--- src/hdl/ssrm_pkg.sv ---
// Shared types and constants for the sensor sample-rate meter.
// No dependencies; imported by sensor_sample_rate_meter_core.
package ssrm_pkg;

  localparam int unsigned DATA_W    = 32;
  localparam int unsigned COUNT_W   = 6;
  localparam int unsigned FIFO_CNT_W = 5;

  localparam logic [COUNT_W-1:0] FIFO_DEPTH   = 6'd32;
  localparam logic [DATA_W-1:0]  WINDOW_RESET = 32'd10000;

  localparam int unsigned        OVR_BIT      = 6;

  localparam int unsigned        SCALE_W      = 21;
  localparam logic [SCALE_W-1:0] MHZ_SCALE    = 21'd1000000;

  localparam int unsigned        DQ_W         = 2 * DATA_W;
  localparam int unsigned        STEP_W       = 6;
  localparam logic [STEP_W-1:0]  MUL_LAST     = 6'(DATA_W - 1);
  localparam logic [STEP_W-1:0]  DIV_LAST     = 6'(DQ_W - 1);

  localparam logic REQ_MODE  = 1'b0;
  localparam logic REQ_BATCH = 1'b1;

  localparam logic STATUS_OK      = 1'b0;
  localparam logic STATUS_BAD_MODE = 1'b1;

  typedef enum logic [1:0] {
    MODE_OFF       = 2'd0,
    MODE_LOW_POWER = 2'd1,
    MODE_ACTIVE    = 2'd2,
    MODE_INVALID   = 2'd3
  } mode_t;

  typedef enum logic [2:0] {
    ST_IDLE,
    ST_EVAL,
    ST_ADD,
    ST_CMP,
    ST_MUL,
    ST_DIV,
    ST_PUB,
    ST_DONE
  } state_t;

endpackage

--- src/hdl/sensor_sample_rate_meter_core.sv ---
// Sample-rate meter top level: mode tracking, batch accounting and a
// bit-serial multiply / restoring divide for the published rate.
// Depends on ssrm_pkg.
//
// channel  direction  handshake            payload
// in       to core    in_valid / in_stall  req_type, new_mode, fifo_status, now_ms
// out      from core  out_valid / out_stall status, sample_count, overrun,
//                                          rate_mhz, rate_updated, mode_now
// cfg      to core    cfg_valid / cfg_ready window_ms
//
// One transaction at a time. A mode event or a batch that closes no window
// goes from ST_EVAL (a counted batch in active mode via ST_ADD and ST_CMP) to
// ST_DONE; a batch that closes a window runs the 32-step shift-add multiplier
// and the 64-step restoring divider, sharing one 64-bit shift register, first.
// Reset is synchronous: all sums and the rate clear, window returns to 10000.
// A held result in the output register does not block the next acceptance.
module sensor_sample_rate_meter_core (
  input  logic                          clk,
  input  logic                          rst,
  input  logic                          in_valid,
  output logic                          in_stall,
  input  logic                          req_type,
  input  logic [1:0]                    new_mode,
  input  logic [7:0]                    fifo_status,
  input  logic [ssrm_pkg::DATA_W-1:0]   now_ms,
  output logic                          out_valid,
  input  logic                          out_stall,
  output logic                          status,
  output logic [ssrm_pkg::COUNT_W-1:0]  sample_count,
  output logic                          overrun,
  output logic [ssrm_pkg::DATA_W-1:0]   rate_mhz,
  output logic                          rate_updated,
  output logic [1:0]                    mode_now,
  input  logic                          cfg_valid,
  output logic                          cfg_ready,
  input  logic [ssrm_pkg::DATA_W-1:0]   window_ms
);
  import ssrm_pkg::*;

  state_t              state, state_next;
  logic                out_load;

  logic [DATA_W-1:0]   window_len;
  logic [1:0]          current_mode;
  logic [DATA_W-1:0]   sample_total;
  logic [DATA_W-1:0]   active_time;
  logic [DATA_W-1:0]   last_stamp;
  logic [DATA_W-1:0]   published_rate;

  logic                op_req;
  logic [1:0]          op_mode;
  logic [7:0]          op_src;
  logic [DATA_W-1:0]   op_now;
  logic [DATA_W-1:0]   elapsed;

  logic                res_status;
  logic [COUNT_W-1:0]  res_count;
  logic                res_ovr;
  logic                res_updated;

  logic [STEP_W-1:0]   step;
  logic [DQ_W-1:0]     dq;
  logic [DATA_W-1:0]   rem;

  logic                src_ovr;
  logic [COUNT_W-1:0]  src_cnt;
  logic [COUNT_W-1:0]  cnt_dec;
  logic                batch_hit;
  logic [DATA_W:0]     sat_sum;
  logic [DATA_W-1:0]   win_eff;
  logic                window_hit;
  logic [SCALE_W-1:0]  mul_sum;
  logic [DATA_W:0]     div_trial;
  logic                div_ge;
  logic [DATA_W:0]     div_diff;

  assign cfg_ready = 1'b1;

  // count decode and accumulation terms
  always_comb begin
    src_ovr   = op_src[OVR_BIT];
    src_cnt   = {1'b0, op_src[FIFO_CNT_W-1:0]};
    if (src_ovr || (src_cnt > FIFO_DEPTH)) begin
      cnt_dec = FIFO_DEPTH;
    end else begin
      cnt_dec = src_cnt;
    end
    batch_hit  = (op_req == REQ_BATCH) && (cnt_dec != '0) &&
                 (current_mode == MODE_ACTIVE);
    sat_sum    = {1'b0, sample_total} + {{(DATA_W+1-COUNT_W){1'b0}}, cnt_dec};
    win_eff    = (window_len == '0) ? {{(DATA_W-1){1'b0}}, 1'b1} : window_len;
    window_hit = (active_time >= win_eff);
  end

  // serial multiply and divide steps
  always_comb begin
    mul_sum   = dq[DATA_W +: SCALE_W] + (dq[0] ? MHZ_SCALE : '0);
    div_trial = {rem, dq[DQ_W-1]};
    div_ge    = (div_trial >= {1'b0, active_time});
    div_diff  = div_trial - {1'b0, active_time};
  end

  always_comb begin
    state_next = state;
    unique case (state)
      ST_IDLE: begin
        if (in_valid) state_next = ST_EVAL;
      end
      ST_EVAL: begin
        state_next = batch_hit ? ST_ADD : ST_DONE;
      end
      ST_ADD: begin
        state_next = ST_CMP;
      end
      ST_CMP: begin
        state_next = window_hit ? ST_MUL : ST_DONE;
      end
      ST_MUL: begin
        if (step == MUL_LAST) state_next = ST_DIV;
      end
      ST_DIV: begin
        if (step == DIV_LAST) state_next = ST_PUB;
      end
      ST_PUB: begin
        state_next = ST_DONE;
      end
      ST_DONE: begin
        if (out_load) state_next = ST_IDLE;
      end
      default: state_next = ST_IDLE;
    endcase
  end

  always_comb begin
    in_stall = (state != ST_IDLE);
    out_load = (state == ST_DONE) && (!out_valid || !out_stall);
  end

  always_ff @(posedge clk) begin
    if (rst) begin
      state <= ST_IDLE;
    end else begin
      state <= state_next;
    end
  end

  always_ff @(posedge clk) begin
    if (rst) begin
      window_len <= WINDOW_RESET;
    end else if (cfg_valid && cfg_ready) begin
      window_len <= window_ms;
    end
  end

  // accept
  always_ff @(posedge clk) begin
    if (in_valid && !in_stall) begin
      op_req  <= req_type;
      op_mode <= new_mode;
      op_src  <= fifo_status;
      op_now  <= now_ms;
    end
  end

  always_ff @(posedge clk) begin
    if (rst) begin
      current_mode   <= MODE_OFF;
      sample_total   <= '0;
      active_time    <= '0;
      last_stamp     <= '0;
      published_rate <= '0;
    end else begin
      unique case (state)
        ST_EVAL: begin
          if (op_req == REQ_MODE) begin
            if (op_mode != MODE_INVALID && op_mode != current_mode) begin
              current_mode <= op_mode;
              if (op_mode == MODE_ACTIVE) last_stamp <= op_now;
            end
          end else if (batch_hit) begin
            sample_total <= sat_sum[DATA_W] ? '1 : sat_sum[DATA_W-1:0];
            last_stamp   <= op_now;
          end
        end
        ST_ADD: begin
          active_time <= active_time + elapsed;
        end
        ST_CMP: begin
          if (window_hit) sample_total <= '0;
        end
        ST_PUB: begin
          published_rate <= (dq[DQ_W-1:DATA_W] != '0) ? '1 : dq[DATA_W-1:0];
          active_time    <= '0;
        end
        default: ;
      endcase
    end
  end

  always_ff @(posedge clk) begin
    unique case (state)
      ST_EVAL: begin
        elapsed     <= op_now - last_stamp;
        res_updated <= 1'b0;
        if (op_req == REQ_MODE) begin
          res_status <= (op_mode == MODE_INVALID) ? STATUS_BAD_MODE : STATUS_OK;
          res_count  <= '0;
          res_ovr    <= 1'b0;
        end else begin
          res_status <= STATUS_OK;
          res_count  <= cnt_dec;
          res_ovr    <= src_ovr;
        end
      end
      ST_CMP: begin
        dq   <= {{(DQ_W-DATA_W){1'b0}}, sample_total};
        step <= '0;
      end
      ST_MUL: begin
        dq   <= {{(DQ_W-DATA_W-SCALE_W+1){1'b0}}, mul_sum, dq[DATA_W-1:1]};
        rem  <= '0;
        step <= (step == MUL_LAST) ? '0 : step + 1'b1;
      end
      ST_DIV: begin
        dq   <= {dq[DQ_W-2:0], div_ge};
        rem  <= div_ge ? div_diff[DATA_W-1:0] : div_trial[DATA_W-1:0];
        step <= step + 1'b1;
      end
      ST_PUB: begin
        res_updated <= 1'b1;
      end
      default: ;
    endcase
  end

  always_ff @(posedge clk) begin
    if (rst) begin
      out_valid <= 1'b0;
    end else if (out_load) begin
      out_valid <= 1'b1;
    end else if (!out_stall) begin
      out_valid <= 1'b0;
    end
  end

  always_ff @(posedge clk) begin
    if (out_load) begin
      status       <= res_status;
      sample_count <= res_count;
      overrun      <= res_ovr;
      rate_mhz     <= published_rate;
      rate_updated <= res_updated;
      mode_now     <= current_mode;
    end
  end

  a_single_item: assert property (@(posedge clk) disable iff (rst)
    (in_valid && !in_stall) |=> in_stall)
    else $error("second transaction accepted while one is in flight");

  a_rem_bound: assert property (@(posedge clk) disable iff (rst)
    (state == ST_DIV) |-> (rem < active_time))
    else $error("divider remainder not below divisor");

  a_bad_mode_quiet: assert property (@(posedge clk) disable iff (rst)
    (out_valid && status == STATUS_BAD_MODE) |-> (sample_count == '0 && !rate_updated))
    else $error("invalid mode result carries batch data");

  a_update_needs_samples: assert property (@(posedge clk) disable iff (rst)
    (out_valid && rate_updated) |-> (sample_count != '0 && mode_now == MODE_ACTIVE))
    else $error("rate published without an active batch");

endmodule
--- config.mk ---
export PLATFORM = sky130hd
export DESIGN_NAME = sensor_sample_rate_meter_core
export DESIGN_NICKNAME = d
export VERILOG_FILES = /design/src/hdl/ssrm_pkg.sv /design/src/hdl/sensor_sample_rate_meter_core.sv
export SDC_FILE = /design/constraint.sdc
export NUM_CORES = 1
export LEC_CHECK = 0
export ABC_AREA = 1
export BUFFER_PORTS_ARGS = -buffer_cell sky130_fd_sc_hd__buf_4
export CAP_MARGIN = 5
export CORE_MARGIN = 4
export CORE_UTILIZATION = 58
export CTS_BUF_LIST = sky130_fd_sc_hd__clkbuf_4 sky130_fd_sc_hd__clkbuf_8
export CTS_CLUSTER_DIAMETER = 100
export DETAILED_ROUTE_END_ITERATION = 10
export PLACE_DENSITY = 0.76
export SKIP_CTS_REPAIR_TIMING = 1
export SLEW_MARGIN = 0
export SYNTH_ARGS = -nofsm -noshare
export SYNTH_HDL_FRONTEND = slang
export SYNTH_SLANG_ARGS = --single-unit
--- constraint.sdc ---
create_clock -name clk -period 2.9 [get_ports clk]
set_input_delay 0.58 -clock clk [delete_from_list [all_inputs] [get_ports clk]]
set_output_delay 0.58 -clock clk [all_outputs]
set_load 0.01 [all_outputs]
==> impl_metrics.tcl, run 1 <==
set metrics [dict create \
    status "finished, final reports clean" \
    grt_max_degree 71 \
    post-route-min-period_ps 2720 \
    count_of_filler_cells_inserted_in_the_layout 3401 \
    final_tns_setup_ps 0 \
    final_antenna_net_count 0 \
    number_of_sinks_on_the_clock_net 391 \
    hold_start "now_ms[30]" \
    final_cell_area_um2 26600 \
    global_route_wire_length_before_repair_um 105000 \
    regToRegEndpoint "rem[20]" \
    max-slew-margin-rel 0.437 \
    critPathArrivalTime_ps 3120 \
    most_frequent_cell_on_the_critical_path "nor2_1" \
    max_cap_violations 0 \
    placement.cell_area_um2 25000 \
    critical-path-max-stage-delay_ps 440 \
    power.ir.vdd_worst_mv 0.577 \
    routed-via-count 21200 \
    most-common-layout-cells "nand2_1, inv_1, nor2_1" \
    finalHoldViolCount 0 \
    r2r-start "active_time[4]" \
    async_flop_share 0 \
    postSynthRegisterBits 391 \
    synth_seq_area_share 0.430 \
    gr-usage-all-layers 0.296 \
    placer_congestion 0.952 \
    number_of_synthesized_flops_with_an_enable_pin 225 \
    wl_cell_um 17.7 \
    viasPerCell 5.66 \
    leakage_uw 0.0111 \
    min_to "op_now[30]" \
    worstPathCellList "inv_1 > ha_1 > nand2_1 > nor2_1 > nand3_1 > nor2_1 > nand3_1 > nand2_2 > nor2_4 > nand2_8 > inv_8 > nor2_1 > nor2_1" \
    yosysUniqueCellTypes 56 \
    fin_worst_skew_ps 35.4 \
    route.met3.wl_um 5230 \
    top_signal_layer_used "met5" \
    finalCritPeriodShare 0.937 \
    max-clock-path-buffers 3 \
    ios 126 \
    rsz_0062_raised_after_global_routing "true" \
    min_path_cells 1 \
    powerDensity_nw_per_um2 832 \
    critical_path_peak_fanout 27 \
    setup_violations 0 \
    first_global_vias 20000 \
    drtPass1Iterations 8 \
    input_output_buffers 122 \
    synthesis.nets 3231 \
    dr_wl_met2_um 29300 \
    core_box_area_um2 39800 \
    cts-buffers-inserted 68 \
    ctsRootBufferMaster "clkbuf_8" \
    die_w_um 209 \
    syn2layout_area_growth_pct 13.4 \
    floorplan.initialDensity 0.589 \
    fmax_ghz 0.368 \
    critPathSlowestCell "dfxtp_1" \
    post_synth_inst_count 3006 \
    clk-insertion-delay-late_ps 650 \
    ys_dominant_reg_cell "edfxtp_1" \
    area.sequential_um2 10100 \
    tritoncts_clock_tree "yes" \
    final_layout_size_suffix_gt1_frac 0.122 \
    clock_tree.htree_level_count 3 \
    fp.dieArea_um2 43700 \
    clk_pin_slew_worst_paths_ps 60 \
    synth_largest_area_cell "edfxtp_1" \
    layout_commonest_cell "nand2_1" \
    rows 73 \
    drt_first_iter_violations 2104 \
    drt-met1-wl_um 29900 \
    endpoint_kind "flip-flop" \
    multi_input_comb_area_um2 11500 \
    max_slew.worst_pin.slew_ps 844 \
    worst_ep_required_time_ps 3310 \
    post_synth_main_area_contributors "edfxtp_1, dfxtp_1, nand2_1, ha_1, a21oi_1" \
    worst_hold_path_type "input pin to flip-flop" \
    drcViolationCount 0 \
    yosysWarningCount 0 \
    syn_area_um2 23400 \
    final_max_slew_viol_count 0 \
    reg2reg_slack_ps 180 \
    die_h_um 209 \
    timing.reg2reg.worst_path_depth 13 \
    globalRouteOverflowTotal 0 \
    place.detailed.hpwl_um 49800 \
    synth_top_cell_area_share 0.288 \
    design.final.nets 3387 \
    synthesis.area_per_instance_um2 7.80 \
    critical_path_class "flip-flop to flip-flop" \
    total_wirelength_of_the_detailed_routed_design_um 66300 \
    kind_of_start_point_of_the_critical_path "flip-flop" \
    grt_antenna_before_repair 2 \
]
## cell usage after synthesis (40+ instances only)
cell type  instances
edfxtp_1         225
dfxtp_1          166
ha_1             141
inv_1            379
nand3_1          165
a21oi_1          296
nand2_1          668
clkbuf_1          52
o21ai_0          211
xor2_1            40
nand4_1           44
nor2_1           303
## per-layer routing
metal  GRT usage  up-vias
met3      0.0504      127
met1       0.426     9806
met2       0.461      827
met5           0        -
li1            -    10400
met4      0.0934        2
## power by group
part / leakage, uW / total (uW) / internal, uW / switching [uW]
clock network: 0.000811 / 5690 / 3290 / 2400
logic: 0.00684 / 8440 / 2770 / 5670
registers: 0.00349 / 7980 / 7280 / 698
total: 0.0111 / 22100 / 13300 / 8770
## critical path: cells and delay by family, from the launching register on
family	cells	cell delay [ps]
buffers and inverters	2	240
flip-flops	1	440
AND/OR/NAND/NOR	10	1380
adder cells (fa/ha/maj)	1	430
## state kept, by name, summed over array words and instances (netlist names), 32 cells and up
| name | cells |
|---|---|
| active_time | 32 |
| dq | 64 |
| elapsed | 32 |
| last_stamp | 32 |
| op_now | 32 |
| published_rate | 32 |
| rate_mhz | 32 |
| rem | 32 |
| sample_total | 32 |
| window_len | 32 |
## cell type report
class                           count  area share
Sequential cell                   391       0.379
Clock inverter                     20     0.00942
Inverter                          389      0.0552
Multi-Input combinational cell   2139       0.433
Timing Repair Buffer              173      0.0503
Antenna cell                        1   0.0000942
Clock buffer                      105      0.0480
Tap cell                          525      0.0247
## per-stage QoR
step           power (uW)  utilization  worst slack [ps]  cells  hold slack, ps
3_5_place_dp        16300        0.628              78.8   3617             409
4_1_cts             22000        0.666              45.6   3742            66.2
6_report            22100        0.667               183   3743             120
2_1_floorplan       13900            -              8.34   3006             400
5_1_grt             23500        0.667             -16.0   3743            69.0
3_3_place_gp        16100        0.628               203   3617             405
## worst max-delay path by stage
stage	startpoint	to	slack, ps	cells past startpoint
global route	window_len[20]	sample_total[9]	-20	18
floorplan	state[0]	op_mode[0]	8	4
finish	active_time[4]	rem[20]	180	13
CTS	window_len[19]	sample_total[9]	50	18
detailed placement	window_len[19]	sample_total[30]	80	18
global placement	window_len[19]	sample_total[9]	200	18
## kinds of logic after synthesis
group	Yosys count	synth area share
other	1	0.000160
buffers and inverters	476	0.0820
adder cells (fa/ha/maj)	145	0.0787
flip-flops	391	0.430
AO/OA/AOI/OAI	626	0.147
XOR/XNOR	54	0.0202
AND/OR/NAND/NOR	1313	0.242
No activity file was read; power rests on OpenSTA's default activity.
==> run 2, diff against run 1 <==
Settings changed: BUFFER_PORTS_ARGS -buffer_cell sky130_fd_sc_hd__buf_4 to -buffer_cell sky130_fd_sc_hd__buf_2.
==> run 2 against run 1 <==
  * Setup slack gained 8.6 ps
  * Final area shrank 1.5%
  * Via count increased by 0.81%
  * Worst hold slack improved by 12 ps
  * Global-route usage is 0.18 points lower
  * Non-clock buffer count is 7 lower
  * Combinational power is 0.9% lower
  * Maximum frequency is 0.32% higher
  * Critical path type unchanged
  * Largest cell class unchanged
==> impl_metrics.tcl, run 2 (synthesis results as in run 1) <==
set metrics [dict create \
    status "finished, final reports clean" \
    critical_path_class "flip-flop to flip-flop" \
    final_cell_area_um2 26200 \
    floorplan.initialDensity 0.589 \
    drcViolationCount 0 \
    largest_register "dq" \
    core_box_area_um2 39800 \
    layout_commonest_cell "nand2_1" \
    number_of_sinks_on_the_clock_net 391 \
    drtPass1Iterations 9 \
    place.detailed.hpwl_um 49900 \
    powerDensity_nw_per_um2 835 \
    finalCoreUtilization 0.657 \
    flip_flop_count_of_the_largest_register_all_copies_and_words_added 64 \
    setup_violations 0 \
    input_output_buffers 122 \
    cts-buffers-inserted 67 \
    clk_pin_slew_worst_paths_ps 70 \
    viasPerCell 5.72 \
    post-route-min-period_ps 2710 \
    tritoncts_clock_tree "yes" \
    kind_of_start_point_of_the_critical_path "flip-flop" \
    antenna_cells 0 \
    placement.cell_area_um2 24700 \
    placer_congestion 0.983 \
    final_antenna_net_count 0 \
    first_global_vias 20500 \
    max_slew.worst_pin.slew_ps 929 \
    finalCritPeriodShare 0.934 \
    die_w_um 209 \
    critPathArrivalTime_ps 3090 \
    syn2layout_area_growth_pct 11.6 \
    clk-insertion-delay-late_ps 660 \
    rows 73 \
    max-slew-margin-rel 0.380 \
    total_wirelength_of_the_detailed_routed_design_um 66600 \
    whs_ps 132 \
    rsz_0062_raised_after_global_routing "false" \
    final_tns_setup_ps 0 \
    final_layout_size_suffix_gt1_frac 0.118 \
    globalRouteOverflowTotal 0 \
    worst_hold_path_type "input pin to flip-flop" \
    final_max_slew_viol_count 0 \
    clock_tree.htree_level_count 3 \
    fmax_ghz 0.369 \
    ios 126 \
    finalHoldViolCount 0 \
    grt_max_degree 72 \
    ctsRootBufferMaster "clkbuf_8" \
    global_route_wire_length_before_repair_um 105000 \
    die_h_um 209 \
    leakage_uw 0.0110 \
    fp.dieArea_um2 43700 \
    design.final.nets 3380 \
    max_cap_violations 0 \
    most-common-layout-cells "nand2_1, inv_1, nor2_1" \
    worst_ep_required_time_ps 3280 \
    endpoint_kind "flip-flop" \
    wl_cell_um 17.8 \
    gr-usage-all-layers 0.294 \
    power.ir.vdd_worst_mv 0.590 \
    fin_worst_skew_ps 61.8 \
    routed-via-count 21400 \
    max-clock-path-buffers 3 \
    grt_antenna_before_repair 1 \
    drt_first_iter_violations 1904 \
    critical_path_peak_fanout 27 \
]
## run 2: changes by cell type in the layout (fill, tap and decap cells not counted), sizes merged
cell / before / now
nand2: 691 / 692
clkbuf: 105 / 101
bufinv: 5 / 4
inv: 394 / 392
diode: 1 / 0
buf: 173 / 166
clkinv: 9 / 13
## run 2: final timing paths
check / slack (ps) / to / startpoint / cells past startpoint
hold / removal: 130 / op_now[7] / now_ms[7] / 1
setup / recovery: 190 / rem[9] / active_time[18] / 13
setup reg to reg: 190 / rem[9] / active_time[18] / 13
hold reg to reg: 420 / rate_mhz[20] / published_rate[20] / 0
## run 2: area by class of cell
type / count / area [um^2]
Clock buffer: 101 / 1240
Clock inverter: 21 / 233
Fill cell: 3428 / 13700
Inverter: 389 / 1470
Multi-Input combinational cell: 2140 / 11500
Sequential cell: 391 / 10100
Tap cell: 525 / 657
Timing Repair Buffer: 166 / 978
## run 2: metal layers
| metal | track usage | vias to the layer above | part of all wire |
|---|---|---|---|
| met5 | 0 | - | 0.00029 |
| met4 | 0.124 | 2 | 0.041 |
| met2 | 0.448 | 912 | 0.43 |
| li1 | - | 10400 | - |
| met1 | 0.417 | 9884 | 0.44 |
| met3 | 0.0524 | 167 | 0.085 |
## run 2: report_power, final
group          switching, uW  internal (uW)  leakage, uW
Combinational           5650           2710      0.00672
Sequential               722           7290      0.00349
Clock                   2370           3120     0.000777
Total                   8740          13100       0.0110
## run 2: per-stage QoR
stage	total power [uW]	std cells	setup WS, ps
floorplan	13900	3006	8.34
global placement	16000	3610	216
detailed placement	16200	3610	107
CTS	21700	3732	88.0
global route	23200	3733	7.53
finish	21900	3733	192
## run 2: worst max-delay path, stage by stage, from the launching register on
cell and delay, ps:
dfxtp_1 530, inv_1 90, ha_1 360, nand2_1 130
nor2_1 170, nand2_1 100, nor2_1 200, nand3_1 130
nand2_2 100, nor2_4 70, nand2_8 160, clkinv_8 190
nor2_2 120, nor2_1 80
